File: src/sv/pstate_load_governor_unit_defines.svh
// Assertion helpers shared by the governor RTL.
// Both forms sample on clk and are disabled while rst_n is low.
`ifndef PSTATE_LOAD_GOVERNOR_UNIT_DEFINES_SVH
`define PSTATE_LOAD_GOVERNOR_UNIT_DEFINES_SVH

// Same-cycle implication.
`define PLG_ASSERT_IMP(name, cond, prop) \
  name: assert property (@(posedge clk) disable iff (!rst_n) (cond) |-> (prop)) \
    else $error("governor assertion failed");

// Next-cycle implication.
`define PLG_ASSERT_NXT(name, cond, prop) \
  name: assert property (@(posedge clk) disable iff (!rst_n) (cond) |=> (prop)) \
    else $error("governor assertion failed");

`endif

File: src/sv/plg_pkg.sv
package plg_pkg;

  localparam int PLG_NUM_PSTATES = 16;

  localparam int ST_W      = 4;
  localparam int PCT_W     = 7;
  localparam int CNT_W     = 32;
  localparam int USAGE_W   = 32;
  localparam int NUM_CNT   = 5;
  localparam int IDLE_SLOT = 4;
  localparam int CNT_IDX_W = 3;
  // Five 32-bit deltas sum into 35 bits; idle delta times 100 needs 39.
  localparam int SUM_W     = 35;
  localparam int PROD_W    = 39;
  localparam int DIV_W     = SUM_W + PCT_W - 1;
  localparam int STEP_W    = 3;

  localparam int MODE_W     = 2;
  localparam int IN_DATA_W  = 176;
  localparam int OUT_DATA_W = 48;
  localparam int OUT_PAD    = 4;

  localparam int CFG_ADDR_W = 5;
  localparam int CFG_DATA_W = 32;
  localparam int REG_IDX_W  = 3;

  typedef logic [ST_W-1:0]  pstate_t;
  typedef logic [PCT_W-1:0] pct_t;
  typedef logic [CNT_W-1:0] cnt_t;

  localparam pct_t PERCENT = 7'd100;

  localparam logic [MODE_W-1:0] MODE_TICK    = 2'd0;
  localparam logic [MODE_W-1:0] MODE_OUTCOME = 2'd1;
  localparam logic [MODE_W-1:0] MODE_LOAD    = 2'd2;
  localparam logic [MODE_W-1:0] MODE_READ    = 2'd3;

  localparam logic [REG_IDX_W-1:0] REG_AUTO_ENABLE     = 3'd0;
  localparam logic [REG_IDX_W-1:0] REG_FIXED_STATE     = 3'd1;
  localparam logic [REG_IDX_W-1:0] REG_HIGHEST_STATE   = 3'd2;
  localparam logic [REG_IDX_W-1:0] REG_LOWEST_STATE    = 3'd3;
  localparam logic [REG_IDX_W-1:0] REG_RAISE_THRESHOLD = 3'd4;

  localparam logic    AUTO_RST    = 1'b1;
  localparam pstate_t FIXED_RST   = 4'd0;
  localparam pstate_t HIGHEST_RST = 4'd0;
  localparam pstate_t LOWEST_RST  = 4'd15;
  localparam pct_t    RAISE_RST   = 7'd98;

endpackage

File: src/sv/plg_ram.sv
module plg_ram #(
  parameter int WIDTH = 8,
  parameter int DEPTH = 16,
  localparam int AW = (DEPTH > 1) ? $clog2(DEPTH) : 1
) (
  input  logic             clk,
  input  logic             we,
  input  logic [AW-1:0]    waddr,
  input  logic [WIDTH-1:0] wdata,
  input  logic             re,
  input  logic [AW-1:0]    raddr,
  output logic [WIDTH-1:0] rdata
);

  logic [WIDTH-1:0] mem_r [DEPTH];
  logic [WIDTH-1:0] rdata_r;

  // Read data holds while re is low.
  always_ff @(posedge clk) begin
    if (we) begin
      mem_r[waddr] <= wdata;
    end
    if (re) begin
      rdata_r <= mem_r[raddr];
    end
  end

  assign rdata = rdata_r;

endmodule

File: src/sv/plg_busy_div.sv
module plg_busy_div import plg_pkg::*; (
  input  logic              clk,
  input  logic              rst_n,
  input  logic              start,
  input  logic [PROD_W-1:0] num,
  input  logic [SUM_W-1:0]  den,
  output logic              done,
  output pct_t              quot
);

  logic [PROD_W-1:0] rem_r, rem_nxt;
  logic [DIV_W-1:0]  dsh_r, dsh_nxt;
  pct_t              q_r, q_nxt;
  logic [STEP_W-1:0] step_r, step_nxt;
  logic              run_r, run_nxt;
  logic              done_r, done_nxt;
  logic [DIV_W-1:0]  rem_ext;
  logic              fits;

  // Restoring division, one quotient bit per cycle. The quotient never
  // exceeds 100 because the idle delta is part of the sum.
  always_comb begin
    rem_ext  = DIV_W'(rem_r);
    fits     = rem_ext >= dsh_r;
    rem_nxt  = rem_r;
    dsh_nxt  = dsh_r;
    q_nxt    = q_r;
    step_nxt = step_r;
    run_nxt  = run_r;
    done_nxt = 1'b0;
    if (start) begin
      rem_nxt  = num;
      dsh_nxt  = {den, {(PCT_W-1){1'b0}}};
      q_nxt    = '0;
      step_nxt = '0;
      run_nxt  = 1'b1;
    end else if (run_r) begin
      if (fits) begin
        rem_nxt = rem_r - PROD_W'(dsh_r);
      end
      q_nxt    = {q_r[PCT_W-2:0], fits};
      dsh_nxt  = dsh_r >> 1;
      step_nxt = step_r + STEP_W'(1);
      if (step_r == STEP_W'(PCT_W - 1)) begin
        run_nxt  = 1'b0;
        done_nxt = 1'b1;
      end
    end
  end

  always_ff @(posedge clk) begin
    if (!rst_n) begin
      run_r  <= 1'b0;
      done_r <= 1'b0;
      step_r <= '0;
    end else begin
      run_r  <= run_nxt;
      done_r <= done_nxt;
      step_r <= step_nxt;
    end
  end

  always_ff @(posedge clk) begin
    rem_r <= rem_nxt;
    dsh_r <= dsh_nxt;
    q_r   <= q_nxt;
  end

  assign done = done_r;
  assign quot = q_r;

endmodule

File: src/sv/pstate_load_governor_unit.sv
// Performance-state governor. Every request on the in_ stream returns exactly one
// result on the out_ stream, in order, one request in flight at a time; a new request
// is taken as soon as the previous result sits in the output register, and a request
// waits in its last step while that register still holds a result not yet taken. A
// load-driven tick goes through the counter deltas, a sum of the five deltas through a
// single adder, one multiply, the seven-step restoring divider, then the decision, the
// read and the write-back of the usage counter in its RAM, and the output load. A
// snapshot tick or a fixed-mode tick skips the sum and divide. Outcome, threshold load
// and usage read requests go from their handling straight to the output load.
// Thresholds and usage counters live in single-port-read RAMs with one valid bit per
// entry, so they read as zero after reset without a clearing pass.
`include "pstate_load_governor_unit_defines.svh"

module pstate_load_governor_unit import plg_pkg::*; #(
  parameter int NUM_PSTATES = PLG_NUM_PSTATES
) (
  input  logic                  clk,
  input  logic                  rst_n,
  input  logic                  in_tvalid,
  output logic                  in_tready,
  // cnt_user, cnt_nice, cnt_system, cnt_interrupt, cnt_idle, transit_ok,
  // entry_index, entry_value
  input  logic [IN_DATA_W-1:0]  in_tdata,
  // mode
  input  logic [MODE_W-1:0]     in_tuser,
  output logic                  out_tvalid,
  input  logic                  out_tready,
  // target_state, change_request, busy_percent, usage_count
  output logic [OUT_DATA_W-1:0] out_tdata,
  input  logic                  cfg_psel,
  input  logic                  cfg_penable,
  input  logic                  cfg_pwrite,
  input  logic [CFG_ADDR_W-1:0] cfg_paddr,
  input  logic [CFG_DATA_W-1:0] cfg_pwdata,
  output logic [CFG_DATA_W-1:0] cfg_prdata,
  output logic                  cfg_pready
);

  localparam int AW      = $clog2(NUM_PSTATES);
  localparam int STATE_W = 4;

  localparam logic [STATE_W-1:0] ST_IDLE   = 4'd0;
  localparam logic [STATE_W-1:0] ST_MISC   = 4'd1;
  localparam logic [STATE_W-1:0] ST_DELTA  = 4'd2;
  localparam logic [STATE_W-1:0] ST_SUM    = 4'd3;
  localparam logic [STATE_W-1:0] ST_MUL    = 4'd4;
  localparam logic [STATE_W-1:0] ST_DIV    = 4'd5;
  localparam logic [STATE_W-1:0] ST_DECIDE = 4'd6;
  localparam logic [STATE_W-1:0] ST_URD    = 4'd7;
  localparam logic [STATE_W-1:0] ST_UWR    = 4'd8;
  localparam logic [STATE_W-1:0] ST_OUT    = 4'd9;

  function automatic logic in_range(input pstate_t s);
    return 32'(s) < NUM_PSTATES;
  endfunction

  function automatic logic pending_pstate_ok(input pstate_t pend, input pstate_t cur);
    return pend != cur;
  endfunction

  // Configuration registers.
  logic    auto_r;
  pstate_t fixed_r, highest_r, lowest_r;
  pct_t    raise_r;
  logic    cfg_wr;

  // Control state.
  logic [STATE_W-1:0]   state_r, state_nxt;
  logic                 snapshot_valid_r, snapshot_valid_nxt;
  pstate_t              current_r, current_nxt;
  pstate_t              pending_r, pending_nxt;
  logic                 pending_valid_r, pending_valid_nxt;
  logic [NUM_PSTATES-1:0] thr_vld_r, thr_vld_nxt;
  logic [NUM_PSTATES-1:0] use_vld_r, use_vld_nxt;
  logic [CNT_IDX_W-1:0] cnt_r, cnt_nxt;
  logic                 out_valid_r, out_valid_nxt;

  // Request and working registers.
  logic [MODE_W-1:0]    mode_r;
  cnt_t                 now_r   [NUM_CNT];
  cnt_t                 prev_r  [NUM_CNT];
  cnt_t                 delta_r [NUM_CNT];
  logic                 ok_r;
  pstate_t              idx_r;
  pct_t                 val_r;
  logic [SUM_W-1:0]     acc_r;
  pct_t                 busy_r;
  logic                 snap_r;
  pstate_t              st_r;
  logic                 change_r;
  logic [OUT_DATA_W-1:0] out_tdata_r, out_tdata_nxt;

  logic              in_accept;
  logic              out_load;
  logic              thr_we, thr_re, use_we, use_re;
  logic [AW-1:0]     use_raddr;
  logic [USAGE_W-1:0] use_wdata, use_rdata, usage_rd;
  pct_t              thr_rdata, thr_cur;
  logic              div_start, div_done;
  pct_t              div_q;
  logic [PROD_W-1:0] idle_prod;
  pstate_t           cand, step_st;

  assign in_accept = in_tvalid && in_tready;
  assign in_tready = (state_r == ST_IDLE);

  // ---------------------------------------------------------------- config
  assign cfg_pready = 1'b1;
  assign cfg_wr     = cfg_psel && cfg_penable && cfg_pwrite && cfg_pready;

  always_ff @(posedge clk) begin
    if (!rst_n) begin
      auto_r    <= AUTO_RST;
      fixed_r   <= FIXED_RST;
      highest_r <= HIGHEST_RST;
      lowest_r  <= LOWEST_RST;
      raise_r   <= RAISE_RST;
    end else if (cfg_wr) begin
      unique case (cfg_paddr[CFG_ADDR_W-1:2])
        REG_AUTO_ENABLE:     auto_r    <= cfg_pwdata[0];
        REG_FIXED_STATE:     fixed_r   <= cfg_pwdata[ST_W-1:0];
        REG_HIGHEST_STATE:   highest_r <= cfg_pwdata[ST_W-1:0];
        REG_LOWEST_STATE:    lowest_r  <= cfg_pwdata[ST_W-1:0];
        REG_RAISE_THRESHOLD: raise_r   <= cfg_pwdata[PCT_W-1:0];
        default: ;
      endcase
    end
  end

  always_comb begin
    unique case (cfg_paddr[CFG_ADDR_W-1:2])
      REG_AUTO_ENABLE:     cfg_prdata = CFG_DATA_W'(auto_r);
      REG_FIXED_STATE:     cfg_prdata = CFG_DATA_W'(fixed_r);
      REG_HIGHEST_STATE:   cfg_prdata = CFG_DATA_W'(highest_r);
      REG_LOWEST_STATE:    cfg_prdata = CFG_DATA_W'(lowest_r);
      REG_RAISE_THRESHOLD: cfg_prdata = CFG_DATA_W'(raise_r);
      default:             cfg_prdata = '0;
    endcase
  end

  // ------------------------------------------------------------- memories
  plg_ram #(.WIDTH(PCT_W), .DEPTH(NUM_PSTATES)) u_thr_ram (
    .clk   (clk),
    .we    (thr_we),
    .waddr (AW'(idx_r)),
    .wdata (val_r),
    .re    (thr_re),
    .raddr (AW'(current_r)),
    .rdata (thr_rdata)
  );

  plg_ram #(.WIDTH(USAGE_W), .DEPTH(NUM_PSTATES)) u_use_ram (
    .clk   (clk),
    .we    (use_we),
    .waddr (AW'(st_r)),
    .wdata (use_wdata),
    .re    (use_re),
    .raddr (use_raddr),
    .rdata (use_rdata)
  );

  // ---------------------------------------------------------- busy divide
  assign idle_prod = PROD_W'(delta_r[IDLE_SLOT]) * PROD_W'(PERCENT);

  plg_busy_div u_div (
    .clk   (clk),
    .rst_n (rst_n),
    .start (div_start),
    .num   (idle_prod),
    .den   (acc_r),
    .done  (div_done),
    .quot  (div_q)
  );

  // ------------------------------------------------------------- decision
  always_comb begin
    thr_cur = (in_range(current_r) && thr_vld_r[AW'(current_r)]) ? thr_rdata : '0;
    cand    = current_r;
    if (!snap_r) begin
      if (auto_r) begin
        if (busy_r > raise_r) begin
          if (cand > highest_r) begin
            cand = cand - ST_W'(1);
          end
        end else if (cand < lowest_r) begin
          if (busy_r <= thr_cur) begin
            cand = cand + ST_W'(1);
          end
        end
      end else begin
        cand = fixed_r;
      end
    end
    if (cand < highest_r) begin
      cand = highest_r;
    end
    // The state moves at most one step per tick.
    if (cand < current_r) begin
      step_st = current_r - ST_W'(1);
    end else if (cand > current_r) begin
      step_st = current_r + ST_W'(1);
    end else begin
      step_st = current_r;
    end
  end

  assign use_wdata = (use_vld_r[AW'(st_r)] ? use_rdata : '0) + USAGE_W'(1);
  assign usage_rd  = ((mode_r == MODE_READ) && in_range(idx_r) && use_vld_r[AW'(idx_r)])
                     ? use_rdata : '0;

  // --------------------------------------------------------------- control
  always_comb begin
    state_nxt          = state_r;
    snapshot_valid_nxt = snapshot_valid_r;
    current_nxt        = current_r;
    pending_nxt        = pending_r;
    pending_valid_nxt  = pending_valid_r;
    thr_vld_nxt        = thr_vld_r;
    use_vld_nxt        = use_vld_r;
    cnt_nxt            = cnt_r;
    thr_we             = 1'b0;
    thr_re             = 1'b0;
    use_we             = 1'b0;
    use_re             = 1'b0;
    use_raddr          = AW'(idx_r);
    div_start          = 1'b0;
    out_load           = 1'b0;

    unique case (state_r)
      ST_IDLE: begin
        if (in_accept) begin
          state_nxt = (in_tuser == MODE_TICK) ? ST_DELTA : ST_MISC;
        end
      end
      ST_MISC: begin
        state_nxt = ST_OUT;
        unique case (mode_r)
          MODE_TICK: ;
          MODE_OUTCOME: begin
            if (pending_valid_r && ok_r) begin
              current_nxt = pending_r;
            end
            pending_valid_nxt = 1'b0;
          end
          MODE_LOAD: begin
            if (in_range(idx_r)) begin
              thr_we                  = 1'b1;
              thr_vld_nxt[AW'(idx_r)] = 1'b1;
            end
          end
          MODE_READ: use_re = 1'b1;
        endcase
      end
      ST_DELTA: begin
        thr_re             = 1'b1;
        snapshot_valid_nxt = 1'b1;
        cnt_nxt            = '0;
        state_nxt          = (snapshot_valid_r && auto_r) ? ST_SUM : ST_DECIDE;
      end
      ST_SUM: begin
        cnt_nxt = cnt_r + CNT_IDX_W'(1);
        if (cnt_r == CNT_IDX_W'(NUM_CNT - 1)) begin
          state_nxt = ST_MUL;
        end
      end
      ST_MUL: begin
        div_start = 1'b1;
        state_nxt = ST_DIV;
      end
      ST_DIV: begin
        if (div_done) begin
          state_nxt = ST_DECIDE;
        end
      end
      ST_DECIDE: begin
        if (step_st != current_r) begin
          pending_nxt       = step_st;
          pending_valid_nxt = 1'b1;
        end else begin
          pending_valid_nxt = 1'b0;
        end
        state_nxt = ST_URD;
      end
      ST_URD: begin
        use_re    = 1'b1;
        use_raddr = AW'(st_r);
        state_nxt = ST_UWR;
      end
      ST_UWR: begin
        if (in_range(st_r)) begin
          use_we                 = 1'b1;
          use_vld_nxt[AW'(st_r)] = 1'b1;
        end
        state_nxt = ST_OUT;
      end
      ST_OUT: begin
        if (!out_valid_r || out_tready) begin
          out_load  = 1'b1;
          state_nxt = ST_IDLE;
        end
      end
      default: state_nxt = ST_IDLE;
    endcase
  end

  always_comb begin
    if (mode_r == MODE_TICK) begin
      out_tdata_nxt = {{OUT_PAD{1'b0}}, {USAGE_W{1'b0}}, busy_r, change_r, st_r};
    end else begin
      out_tdata_nxt = {{OUT_PAD{1'b0}}, usage_rd, {PCT_W{1'b0}}, 1'b0, current_r};
    end
    if (out_load) begin
      out_valid_nxt = 1'b1;
    end else if (out_tready) begin
      out_valid_nxt = 1'b0;
    end else begin
      out_valid_nxt = out_valid_r;
    end
  end

  always_ff @(posedge clk) begin
    if (!rst_n) begin
      state_r          <= ST_IDLE;
      snapshot_valid_r <= 1'b0;
      current_r        <= '0;
      pending_r        <= '0;
      pending_valid_r  <= 1'b0;
      thr_vld_r        <= '0;
      use_vld_r        <= '0;
      cnt_r            <= '0;
      out_valid_r      <= 1'b0;
    end else begin
      state_r          <= state_nxt;
      snapshot_valid_r <= snapshot_valid_nxt;
      current_r        <= current_nxt;
      pending_r        <= pending_nxt;
      pending_valid_r  <= pending_valid_nxt;
      thr_vld_r        <= thr_vld_nxt;
      use_vld_r        <= use_vld_nxt;
      cnt_r            <= cnt_nxt;
      out_valid_r      <= out_valid_nxt;
    end
  end

  // Datapath registers; they need no reset.
  always_ff @(posedge clk) begin
    if (in_accept) begin
      mode_r <= in_tuser;
      for (int i = 0; i < NUM_CNT; i++) begin
        now_r[i] <= in_tdata[i*CNT_W +: CNT_W];
      end
      ok_r  <= in_tdata[NUM_CNT*CNT_W];
      idx_r <= in_tdata[NUM_CNT*CNT_W + 1 +: ST_W];
      val_r <= in_tdata[NUM_CNT*CNT_W + 1 + ST_W +: PCT_W];
    end
    if (state_r == ST_DELTA) begin
      for (int i = 0; i < NUM_CNT; i++) begin
        delta_r[i] <= now_r[i] - prev_r[i];
        prev_r[i]  <= now_r[i];
      end
      acc_r  <= '0;
      busy_r <= '0;
      snap_r <= !snapshot_valid_r;
    end
    if (state_r == ST_SUM) begin
      acc_r <= acc_r + SUM_W'(delta_r[cnt_r]);
    end
    if (state_r == ST_DIV && div_done) begin
      busy_r <= (acc_r != '0) ? (PERCENT - div_q) : '0;
    end
    if (state_r == ST_DECIDE) begin
      st_r     <= step_st;
      change_r <= (step_st != current_r);
    end
    if (out_load) begin
      out_tdata_r <= out_tdata_nxt;
    end
  end

  assign out_tvalid = out_valid_r;
  assign out_tdata  = out_tdata_r;

  // A pending request always names a state other than the committed one.
  `PLG_ASSERT_IMP(a_pending_differs, pending_valid_r, pending_pstate_ok(pending_r, current_r))
  // The committed state only moves while an outcome request is handled.
  `PLG_ASSERT_NXT(a_commit_only_on_outcome, state_r != ST_MISC, $stable(current_r))
  // The idle share of a nonzero interval never exceeds the whole interval.
  `PLG_ASSERT_IMP(a_busy_quotient_range, div_done && (acc_r != '0), div_q <= PERCENT)

endmodule

File: config.mk
export PLATFORM = sky130hd
export DESIGN_NAME = pstate_load_governor_unit
export DESIGN_NICKNAME = d
export VERILOG_FILES = /design/src/sv/plg_pkg.sv /design/src/sv/plg_ram.sv /design/src/sv/plg_busy_div.sv /design/src/sv/pstate_load_governor_unit.sv
export VERILOG_INCLUDE_DIRS = /design/src /design/src/sv
export SDC_FILE = /design/constraint.sdc
export NUM_CORES = 2
export LEC_CHECK = 0
export ABC_CLOCK_PERIOD_IN_PS = 21300
export BUFFER_PORTS_ARGS = -buffer_cell sky130_fd_sc_hd__buf_2
export CORE_ASPECT_RATIO = 1.4
export CORE_MARGIN = 1.5
export CORE_UTILIZATION = 62
export CTS_CLUSTER_DIAMETER = 50
export DETAILED_ROUTE_END_ITERATION = 16
export GPL_TIMING_DRIVEN = 1
export PLACE_DENSITY = 0.8
export SLEW_MARGIN = 40
export SYNTH_ARGS = -nofsm -noshare
export SYNTH_HDL_FRONTEND = slang
export SYNTH_HIERARCHICAL = 1
export SYNTH_SLANG_ARGS = --single-unit
File: constraint.sdc
create_clock -name clk -period 21.3 [get_ports clk]
set_input_delay 3.195 -clock clk [delete_from_list [all_inputs] [get_ports clk]]
set_output_delay 3.195 -clock clk [all_outputs]
set_load 0.005 [all_outputs]
==> summary by stage <==
Layout
The final instance area is 76400 µm². The number of nets in the layout is 5915. The area growth from synthesis to layout is 11.1%.

The layout cell share with drive strength beyond 1 is 0.157. The final-layout fill cell count is 7144.

Placement
The routability congestion estimate from global placement is 0.913. Once detailed placement completed, the half-perimeter wirelength came to 103 mm. The placed instance area is 71700 µm². The count of input and output buffers is 243. The minimum setup slack after placement is 13.88 ns.

Logic synthesis
Counting flops with a built-in enable in the synthesized netlist gives 1323. In the synthesized netlist, the number of instances is 5008. The post-synthesis instance area is 68700 µm². Dividing the synthesized area by the synthesized cell count gives 13.7 µm². The proportion of synthesized flip-flops having asynchronous set or reset is 0. The main flop type after synthesis is sky130_fd_sc_hd__edfxtp_1. The synthesis warning total is 6. The share of the yosys chip area belonging to registers is 0.604. The count of state elements after synthesis is 1414.

The post-synthesis cell type count is 103.

Route
In the routed layout, each cell is associated on average with a via count of 6.20. The final layout contains routed wiring with a total length of 156 mm. The first detailed-routing pass took 6 iterations.

For this block, the via count after detailed routing is 42600. The count of unresolved DRC violations after routing is 0. The residual antenna-violating net count after detailed routing is 0. Dividing the detail-routed wire length by the instance count gives 22.8 µm.

The initial DRC count is 4006.

STA
In the post-route analysis, the smallest setup slack over all paths is 13.85 ns. The max-slew violation count is 0. The maximum clock frequency is 134 MHz. Of the available clock period, the critical path in the final layout requires 0.350. Setup repair after global routing left no endpoint under its margin. The worst path needs 7.45 ns of the cycle, external delays included. Setup violations remaining at the end of the flow were counted as 0. The setup skew after layout is 0.0276 ns. The count of endpoints failing hold in the final timing report was 0. Setup total negative slack on the finished layout was measured at 0 ns.

The worst pin sits at a relative slew slack of 0.330. At the pin with the least slew margin, the transition time is 0.996 ns.

Floorplan
The initial utilization of the core area, before any placement, comes to 0.625. The core region is 110000 µm². Pin placement for this block handled 305 I/O pins.

The die covers 113000 µm². The die is 397 µm tall. The die boundary width is 284 µm. The initialized floorplan defines 144 standard-cell rows.

Pwr
The leakage power of the design is 27.7 nW. The worst IR drop on VDD is 0.110 mV. The power density over cell area is 113 nW/µm².

GRT
Entering global routing, the biggest net connects 101 pins. The overall routing resource usage is 0.277. The total overflow left after global routing is 0.

The initial antenna violation count came to 4. The via count of the first global-routing pass is 43800. The first-pass GRT wire length is 239 mm.

Critical path
STA classifies the critical path endpoint as a primary output. In this run the worst path has a maximum fanout of 10. The critical path class is input pin to primary output. STA puts the critical path data arrival time at 4.25 ns.

The critical path startpoint category is an input pin. The required time of the critical path is 18.11 ns.

Clock network
The post-CTS clock slew at the launch and capture registers of the worst setup and hold paths is 0.06 ns. The post-CTS setup-driven buffer insertion count is 0. The cell sitting at the root of the clock tree is a sky130_fd_sc_hd__clkbuf_16. TritonCTS built the clock tree.

The count of clock tree sinks is 1414. The post-cts sizing count is 0. The H-tree generated during clock tree synthesis spans 4 levels.

The clock insertion delay at the later pin of the skew report is 0.78 ns. The number of buffers created by CTS is 140. The clock passes through at most 3 buffers.

The quantity of hold-fixing buffers added after cts is 0.

Run
Across the run, the number of max-cap violations was 0.

Worst hold path
The worst hold path belongs to the class flip-flop to flip-flop.

Run status
The flow ran to the end, and the final reports show no timing, DRC or antenna violations.
## kinds of logic after synthesis
group                      count (synthesis)  share of synthesized area
adders and majority gates                396                     0.0758
DFF                                     1414                      0.604
buffers and inverters                    614                     0.0372
other                                      2                   0.000109
muxes                                    287                     0.0806
xor gates and xnor gates                 250                     0.0318
and+or+nand+nor                         1075                     0.0759
AOI/OAI and AO/OA                        970                     0.0942
## cell usage in the layout (no fill, tap or decap), drive strengths merged, types with 91 or more instances in the layout
cell type / n
a21o: 111
a21oi: 235
buf: 298
clkbuf: 169
dfxtp: 91
edfxtp: 1323
ha: 362
inv: 453
mux4: 203
nand2: 299
nor2: 293
o21ai: 172
xnor2: 169
## final timing paths
| check | to | slack [ns] | start | cells after the start |
|---|---|---|---|---|
| worst min register to register | prev_r[0][128]$_DFFE_PP_ | 0.44 | now_r[0][128]$_DFFE_PP_ | 0 |
| worst max register to register | pending_r[0]$_SDFFE_PN0P_ | 13.91 | current_r[0]$_SDFFE_PN0P_ | 27 |
| worst min-delay path | prev_r[0][128]$_DFFE_PP_ | 0.44 | now_r[0][128]$_DFFE_PP_ | 0 |
| worst max-delay path | cfg_prdata[3] | 13.85 | cfg_paddr[3] | 6 |
## critical path, stage by stage
cell                      delay, ns
sky130_fd_sc_hd__buf_2         0.17
sky130_fd_sc_hd__nor2_1        0.31
sky130_fd_sc_hd__and2_1        0.25
sky130_fd_sc_hd__nand2_1       0.07
sky130_fd_sc_hd__o21ai_0       0.10
sky130_fd_sc_hd__buf_2         0.16
## routing by layer
metal	GRT usage	wire, µm
met1	0.323	57100
met5	0	13
met4	0.133	7230
met2	0.504	82000
met3	0.0357	10100
## layout make-up
| type | instances | area (µm²) | share of cell area |
|---|---|---|---|
| diodes | 2 | 5.00 | 0.0000655 |
| clock inverters | 86 | 881 | 0.0115 |
| multi-input cells | 3010 | 25100 | 0.329 |
| well taps | 1460 | 1830 | 0.0239 |
| repair buffers | 298 | 1700 | 0.0222 |
| clock buffers | 169 | 3670 | 0.0481 |
| inverters | 433 | 1630 | 0.0213 |
| flip-flops and latches | 1414 | 41600 | 0.544 |
## cell usage after synthesis (all sizes together) (34+ instances only)
| master | count | area [µm²] |
|---|---|---|
| xnor2 | 169 | 1480 |
| mux2 | 42 | 477 |
| and3 | 42 | 263 |
| nor3 | 84 | 448 |
| nand4 | 42 | 263 |
| nor2b | 63 | 394 |
| o31ai | 38 | 295 |
| nand2 | 299 | 1130 |
| fa | 34 | 681 |
| o21ai | 172 | 868 |
| inv | 432 | 1620 |
| xor2 | 81 | 709 |
| dfxtp | 91 | 1820 |
| mux2i | 42 | 420 |
| clkbuf | 88 | 333 |
| a21o | 111 | 833 |
| mux4 | 203 | 4650 |
| nor2 | 293 | 1110 |
| nand3 | 63 | 315 |
| o21a | 87 | 654 |
| a21oi | 235 | 1180 |
| buf | 93 | 597 |
| a22oi | 87 | 653 |
| nand2b | 40 | 250 |
| and2 | 60 | 375 |
| edfxtp | 1323 | 39700 |
| ha | 362 | 4530 |
## registers in the layout, summed over array words and instances, names as in the netlist, 7 cells and up, named ones only
| register | flops |
|---|---|
| u_thr_ram/rdata | 7 |
| now_r | 160 |
| u_thr_ram/mem_r | 112 |
| u_div/rem_r | 39 |
| raise_r | 7 |
| busy_r | 7 |
| u_use_ram/rdata | 32 |
| thr_vld_r | 16 |
| delta_r | 160 |
| val_r | 7 |
| u_div/dsh_r | 41 |
| acc_r | 35 |
| u_use_ram/mem_r | 512 |
| out_tdata | 44 |
| use_vld_r | 16 |
| prev_r | 160 |
| u_div/quot | 7 |
## power breakdown
part | leakage [nW] | switching, mW | internal (mW)
sequential | 12.2 | 0.190 | 3.50
combinational | 13.4 | 1.48 | 1.02
clock | 2.21 | 1.09 | 1.37
total | 27.7 | 2.76 | 5.89
## per-stage QoR
stage	std cells	utilization	hold WS (ns)	total power [mW]
after floorplan	5038	-	0.426	5.62
after global placement	6612	0.650	0.434	6.11
after detailed placement	6614	0.652	0.440	6.20
after CTS	6869	0.693	0.435	8.66
after global routing	6872	0.694	0.450	9.06
final	6872	0.694	0.441	8.66
Note: power is estimated with default switching activity, not from simulation.
